`config.mk`:
```
export PLATFORM = sky130hd
export DESIGN_NAME = bsws_ctrl
export DESIGN_NICKNAME = d
export VERILOG_FILES = /design/src/sv/bsws_pkg.sv /design/src/sv/bsws_ctrl.sv
export SDC_FILE = /design/constraint.sdc
export NUM_CORES = 1
export LEC_CHECK = 0
export BUFFER_PORTS_ARGS = -buffer_cell sky130_fd_sc_hd__buf_2
export CORE_AREA = 2 2 39 41
export DETAILED_ROUTE_END_ITERATION = 12
export DIE_AREA = 0 0 41 43
export HOLD_SLACK_MARGIN = 0.1
export REMOVE_ABC_BUFFERS = 1
export SKIP_LAST_GASP = 1
export SLEW_MARGIN = 5
export SYNTH_ARGS = -nofsm -noshare
export SYNTH_HDL_FRONTEND = slang
export SYNTH_SLANG_ARGS = --single-unit
```
`constraint.sdc`:
```
create_clock -name clk -period 1.35 [get_ports clk]
set_clock_uncertainty 0.15 [all_clocks]
set_input_delay 0.0675 -clock clk [delete_from_list [all_inputs] [get_ports clk]]
set_output_delay 0.0675 -clock clk [all_outputs]
set_load 0.02 [all_outputs]
```
`src/sv/bsws_pkg.sv`:
```
// Shared constants, codes and controller/datapath signal bundles for the search stack.
package bsws_pkg;

    localparam int DEPTH_DEFAULT      = 256;
    localparam int DATA_WIDTH_DEFAULT = 32;

    localparam int COMMAND_W = 3;
    localparam int OPERAND_W = 32;
    localparam int STATUS_W  = 2;
    localparam int DATA_OUT_W = 32;
    localparam int INDEX_W   = 8;
    localparam int COUNT_W   = 9;
    localparam int CAP_W     = 9;

    localparam logic [CAP_W-1:0] CAP_RESET = 9'd256;

    localparam logic [COMMAND_W-1:0] CMD_PUSH   = 3'd0;
    localparam logic [COMMAND_W-1:0] CMD_POP    = 3'd1;
    localparam logic [COMMAND_W-1:0] CMD_PEEK   = 3'd2;
    localparam logic [COMMAND_W-1:0] CMD_CLEAR  = 3'd3;
    localparam logic [COMMAND_W-1:0] CMD_SEARCH = 3'd4;

    localparam logic [STATUS_W-1:0] ST_OK        = 2'd0;
    localparam logic [STATUS_W-1:0] ST_FULL      = 2'd1;
    localparam logic [STATUS_W-1:0] ST_EMPTY     = 2'd2;
    localparam logic [STATUS_W-1:0] ST_NOT_FOUND = 2'd3;

    // controller to datapath
    typedef struct packed {
        logic accept;     // take the request beat and run the one-step part of it
        logic scan_rd;    // read the entry under the scan pointer
        logic scan_cmp;   // compare the read entry, step the pointer down on a miss above the bottom entry
        logic load_out;   // move the finished result into the output register
    } ctl_t;

    // datapath to controller
    typedef struct packed {
        logic scan_start; // request is a search on a non-empty stack
        logic match;      // read entry equals the search value
        logic ptr_zero;   // scan pointer sits on the bottom entry
    } stat_t;

endpackage

```
`src/sv/bsws_ctrl.sv`:
```
// Sequencing state machine: accepts commands, walks the search, hands off results.
module bsws_ctrl (
    input  logic              clk,
    input  logic              rst_n,
    input  logic              req_valid,
    output logic              req_ready,
    output logic              rsp_valid,
    input  logic              rsp_ready,
    input  bsws_pkg::stat_t   stat,
    output bsws_pkg::ctl_t    ctl
);

    typedef enum logic [1:0] {
        S_IDLE,
        S_SCAN_RD,
        S_SCAN_CMP,
        S_FINISH
    } state_t;

    state_t state_reg, state_next;
    logic   rsp_valid_reg, rsp_valid_next;
    logic   out_free;

    assign out_free  = !rsp_valid_reg || rsp_ready;
    assign req_ready = (state_reg == S_IDLE);
    assign rsp_valid = rsp_valid_reg;

    always_comb
    begin
        state_next     = state_reg;
        rsp_valid_next = rsp_valid_reg && !rsp_ready;
        ctl            = '0;
        unique case (state_reg)
            S_IDLE:
            begin
                if (req_valid)
                begin
                    ctl.accept = 1'b1;
                    state_next = stat.scan_start ? S_SCAN_RD : S_FINISH;
                end
            end
            S_SCAN_RD:
            begin
                ctl.scan_rd = 1'b1;
                state_next  = S_SCAN_CMP;
            end
            S_SCAN_CMP:
            begin
                ctl.scan_cmp = 1'b1;
                state_next   = (stat.match || stat.ptr_zero) ? S_FINISH : S_SCAN_RD;
            end
            S_FINISH:
            begin
                // hold the result until the output register frees up
                if (out_free)
                begin
                    ctl.load_out   = 1'b1;
                    rsp_valid_next = 1'b1;
                    state_next     = S_IDLE;
                end
            end
            default:
            begin
                state_next = S_IDLE;
            end
        endcase
    end

    always_ff @(posedge clk or negedge rst_n)
    begin
        if (!rst_n)
        begin
            state_reg     <= S_IDLE;
            rsp_valid_reg <= 1'b0;
        end
        else
        begin
            state_reg     <= state_next;
            rsp_valid_reg <= rsp_valid_next;
        end
    end

endmodule

```
# Word-level counts from Yosys, hierarchy flattened
# Index checks and enable logic that the tools add are counted.
[classes]
eq_ne = 5
div = 0
n_mux = 13
reduce_logical = 7
n_bitwise = 0
n_mul = 0
magnitude_cmp = 0
n_addsub = 0
shifts = 0
[ops]
columns = ["operator", "n"]
rows = [
  ["$mux 1", 8],
  ["$mux 2", 4],
  ["$pmux 2 s4", 1],
  ["$eq 2x2->1 const B", 2],
  ["$ne 2x2->1 const B", 2],
  ["$eq 2x1->1 const B", 1],
  ["$logic_not 1->1", 2],
  ["$logic_not 2->1", 1],
  ["$logic_or 1x1->1", 2],
  ["$reduce_and 2->1", 1],
  ["$logic_and 1x1->1", 1],
]
[totals]
output_inout_bits = 6
input_bits = 7
mem_count = 0
latchBits = 0
wordCells = 27
ramBits = 0
regBits = 3
mem_bits_ro = 0

# Logic depth before layout (Yosys ltp)
[depth]
depth_word = 4
depth_mapped = 3
depth_no_buf = 3

# Worst setup path before layout
# Ideal clock, no wire load.
[synth_timing]
path_type = "register to register"
start = "reg rsp_valid_reg (netlist: rsp_valid)"
end = "reg state_reg[1]"
arrival_ps = 1020
required_ps = 1051
path_buffers = 0
slack_ps = 31
setup_ps = 149
period_less_slack_ps = 1319
path_stages_with_launch = 4
path_cell_list = "dfrtp_1 > nor2b_2 > nor2_1 > a221oi_2"
[synth_via]
elab_chain_len = 4
[synth_lines]
columns = ["item", "line_no", "source"]
rows = [
  ["from (decl)", "bsws_ctrl.sv:21", "logic rsp_valid_reg, rsp_valid_next;"],
  ["from (signal assigned)", "bsws_ctrl.sv:79", "rsp_valid_reg <= rsp_valid_next;"],
  ["$logic_not 1->1", "bsws_ctrl.sv:24", "assign out_free = !rsp_valid_reg || rsp_ready;"],
  ["$logic_or 1x1->1", "bsws_ctrl.sv:24", ""],
  ["$ne 2x2->1 (no line)", "-", ""],
  ["$reduce_and 2->1 (no line)", "-", ""],
  ["to (signal assigned)", "bsws_ctrl.sv:78", "state_reg <= state_next;"],
  ["to (decl)", "bsws_ctrl.sv:20", "state_t state_reg, state_next;"],
]
# No other way between the ends.
# A chain may end at the register's enable or synchronous reset.

==> flow_metrics.tcl <==
set metrics [dict create \
    ios 13 \
    grt_max_degree 7 \
    synth_area_um2 160 \
    drive_gt1_share_pct 55.0 \
    numClockSinks 3 \
    max_cap_viol_count 0 \
    numPortBuffers 12 \
    power.total_uw 744 \
    synthCells 17 \
    drtPass1Iterations 4 \
    synthTopCellsByArea "dfrtp_1 (47%), a221oi_2 (9.4%), nor2_1 (9.4%)" \
    antenna_found_initial 0 \
    reg2regPathDepth 2 \
    grt_pass1_vias 197 \
    area_growth_pct 121 \
    largest_reg_flops 2 \
    ant_nets 0 \
    slew_headroom_pct 87.6 \
    total_leakage_power_nw 0.167 \
    min_period_over_period_pct 97.2 \
    drv_slew 0 \
    crit_path_start_kind "input pin" \
    die_h_um 43 \
    status "finished clean" \
    synth_top_area_share_pct 46.9 \
    grt_pass1_wl_um 710 \
    hpwl_um 310 \
    clk_latency_ps 230 \
    initial_core_util_pct 11.6 \
    dpl_worst_slack_ps 231 \
    worst_r2r_endpoint "state_reg[1]$_DFFE_PN0P_" \
    holdCritStartpoint "state_reg[0]$_DFFE_PN0P_" \
    rr_startpoint "state_reg[1]$_DFFE_PN0P_" \
    hold_slack_ps 396 \
    peakVddDrop_mv 0.336 \
    ys_ff_latch 3 \
    drtIter0Drc 4 \
    hold_violations 0 \
    fp.dieW_um 41 \
    cp_slowest_cell "dlygate4sd3_1" \
    fin_ws_ps 37.6 \
    via_count 194 \
    timing.critical_path.required_ps 1130 \
    finalNetCount 48 \
    clk_pin_slew_worst_paths_ps 30 \
    rows 14 \
    cts_buffers 3 \
    reg2reg_slack_ps 260 \
    routed_wirelength_um 475 \
    min_path_cells 1 \
    setup_viol 0 \
    n_antenna_cell 0 \
    worstMarginPinSlew_ps 186 \
    path_class "input pin to output port" \
    post-cts-setup-buffers 0 \
    synth_warnings 0 \
    ctsHtreeMaxLevel 1 \
    min_path_type "register to register" \
    cp-end-kind "output port" \
    place_congestion 0.657 \
    clockRootBuffer "clkbuf_4" \
    wl_per_cell_um 8.48 \
    syn_area_per_cell_um2 9.42 \
    cts.path.max_buffers 2 \
    cts_tree "done" \
    die_area_mm2 0.00176 \
    core-area_mm2 0.00138 \
    power_density_mw_per_mm2 2100 \
    clock.fmax_mhz 762 \
    hold_path_end "state_reg[0]$_DFFE_PN0P_" \
    grt.total_usage_pct 6.82 \
    critPathArrivalTime_ps 1090 \
    fillers 150 \
    via_per_inst 3.46 \
    drcViolationCount 0 \
    cp_max_fo 3 \
    grt-ovfl-total 0 \
    period_minus_slack_ps 1310 \
    rsz0062_at_grt "true" \
    slowest_delay_ps 530 \
    ys_seq_area_share_pct 46.9 \
    crit_chain "dlygate4sd3_1 > buf_2 > nor2b_2 > nor2_2 > buf_4" \
    yosysTopAreaCell "dfrtp_1" \
    yosysUniqueCellTypes 10 \
]
[synthesized netlist by cell type, drive strengths merged]
| library cell | count |
|---|---|
| nor2 | 4 |
| dfrtp | 3 |
| o21ai | 1 |
| and2b | 1 |
| nand2 | 2 |
| nor2b | 2 |
| and2 | 1 |
| nand2b | 2 |
| a221oi | 1 |
[where the power goes]
group / leakage [nW] / switching [mW] / internal (mW) / total, mW
Combinational: 0.119 / 0.211 / 0.171 / 0.382
Clock: 0.0150 / 0.0449 / 0.111 / 0.156
Sequential: 0.0328 / 0.0631 / 0.144 / 0.207
Total: 0.167 / 0.319 / 0.425 / 0.744
[repair_timing]
item,in CTS,in global routing
hold buffers,7,0
hold endpoints to repair,6,0
gates resized for setup,1,6
pin swaps,0,1
cloned,0,0
endpoints found under the setup margin,1,3
[cell usage in the layout (no fill, tap or decap)]
cell,Yosys,layout
buf_2,0,10
dlygate4sd3_1,0,7
clkbuf_4,0,3
nand2_1,2,2
nand2b_1,2,2
nor2_1,4,2
buf_4,0,2
dfrtp_2,0,2
nor2_4,0,1
nor2b_1,1,1
and2b_2,1,1
nor2b_2,1,1
nor2_2,0,1
and2_1,1,1
a221oi_2,1,1
o21ai_0,1,1
clkbuf_1,0,1
dfrtp_1,3,1
[worst max-delay path, delay by kind of cell]
family | cells | cell delay, ps
buf+inv | 3 | 810
simple gates | 2 | 220
[stage by stage]
| stage | setup TNS (ps) | util (%) | area [um^2] | cells |
|---|---|---|---|---|
| floorplan | 0 | - | 160 | 17 |
| global route | -10.6 | 25.6 | 354 | 56 |
| global placement | 0 | 17.4 | 240 | 45 |
| CTS | 0 | 24.5 | 339 | 56 |
| detailed placement | 0 | 17.4 | 240 | 45 |
| finish | 0 | 25.6 | 354 | 56 |
[worst max path at each step]
stage / startpoint / to / slack (ps) / cells after the start
after global placement: state_reg[0]$_DFFE_PN0P_ / ctl[3] / 240 / 3
after global routing: rsp_ready / ctl[0] / -10 / 5
after detailed placement: state_reg[0]$_DFFE_PN0P_ / ctl[3] / 230 / 3
after floorplan: rsp_valid$_DFF_PN0_ / state_reg[1]$_DFFE_PN0P_ / 30 / 3
after CTS: rsp_valid$_DFF_PN0_ / ctl[0] / 20 / 3
final: rsp_ready / ctl[0] / 40 / 5
[cell type report]
| class | count | area, um^2 | area share [%] |
|---|---|---|---|
| Timing Repair Buffer | 19 | 135 | 38.2 |
| Multi-Input combinational cell | 14 | 95.1 | 26.9 |
| Sequential cell | 3 | 77.6 | 21.9 |
| Clock buffer | 4 | 26.3 | 7.42 |
| Tap cell | 16 | 20.0 | 5.65 |
[cells by family after synthesis]
kind of cell,Yosys count,synth area share (%)
DFF,3,46.9
AOI/OAI and AO/OA,2,12.5
and+or+nand+nor,12,40.6
[per-layer routing]
metal	up-vias	track usage (%)	wire, um
met3	2	1.57	24
met4	0	10.0	19
met1	83	5.13	155
met5	-	0	0
li1	102	-	-
met2	7	10.6	274
Note: power is estimated with default switching activity, not from simulation.
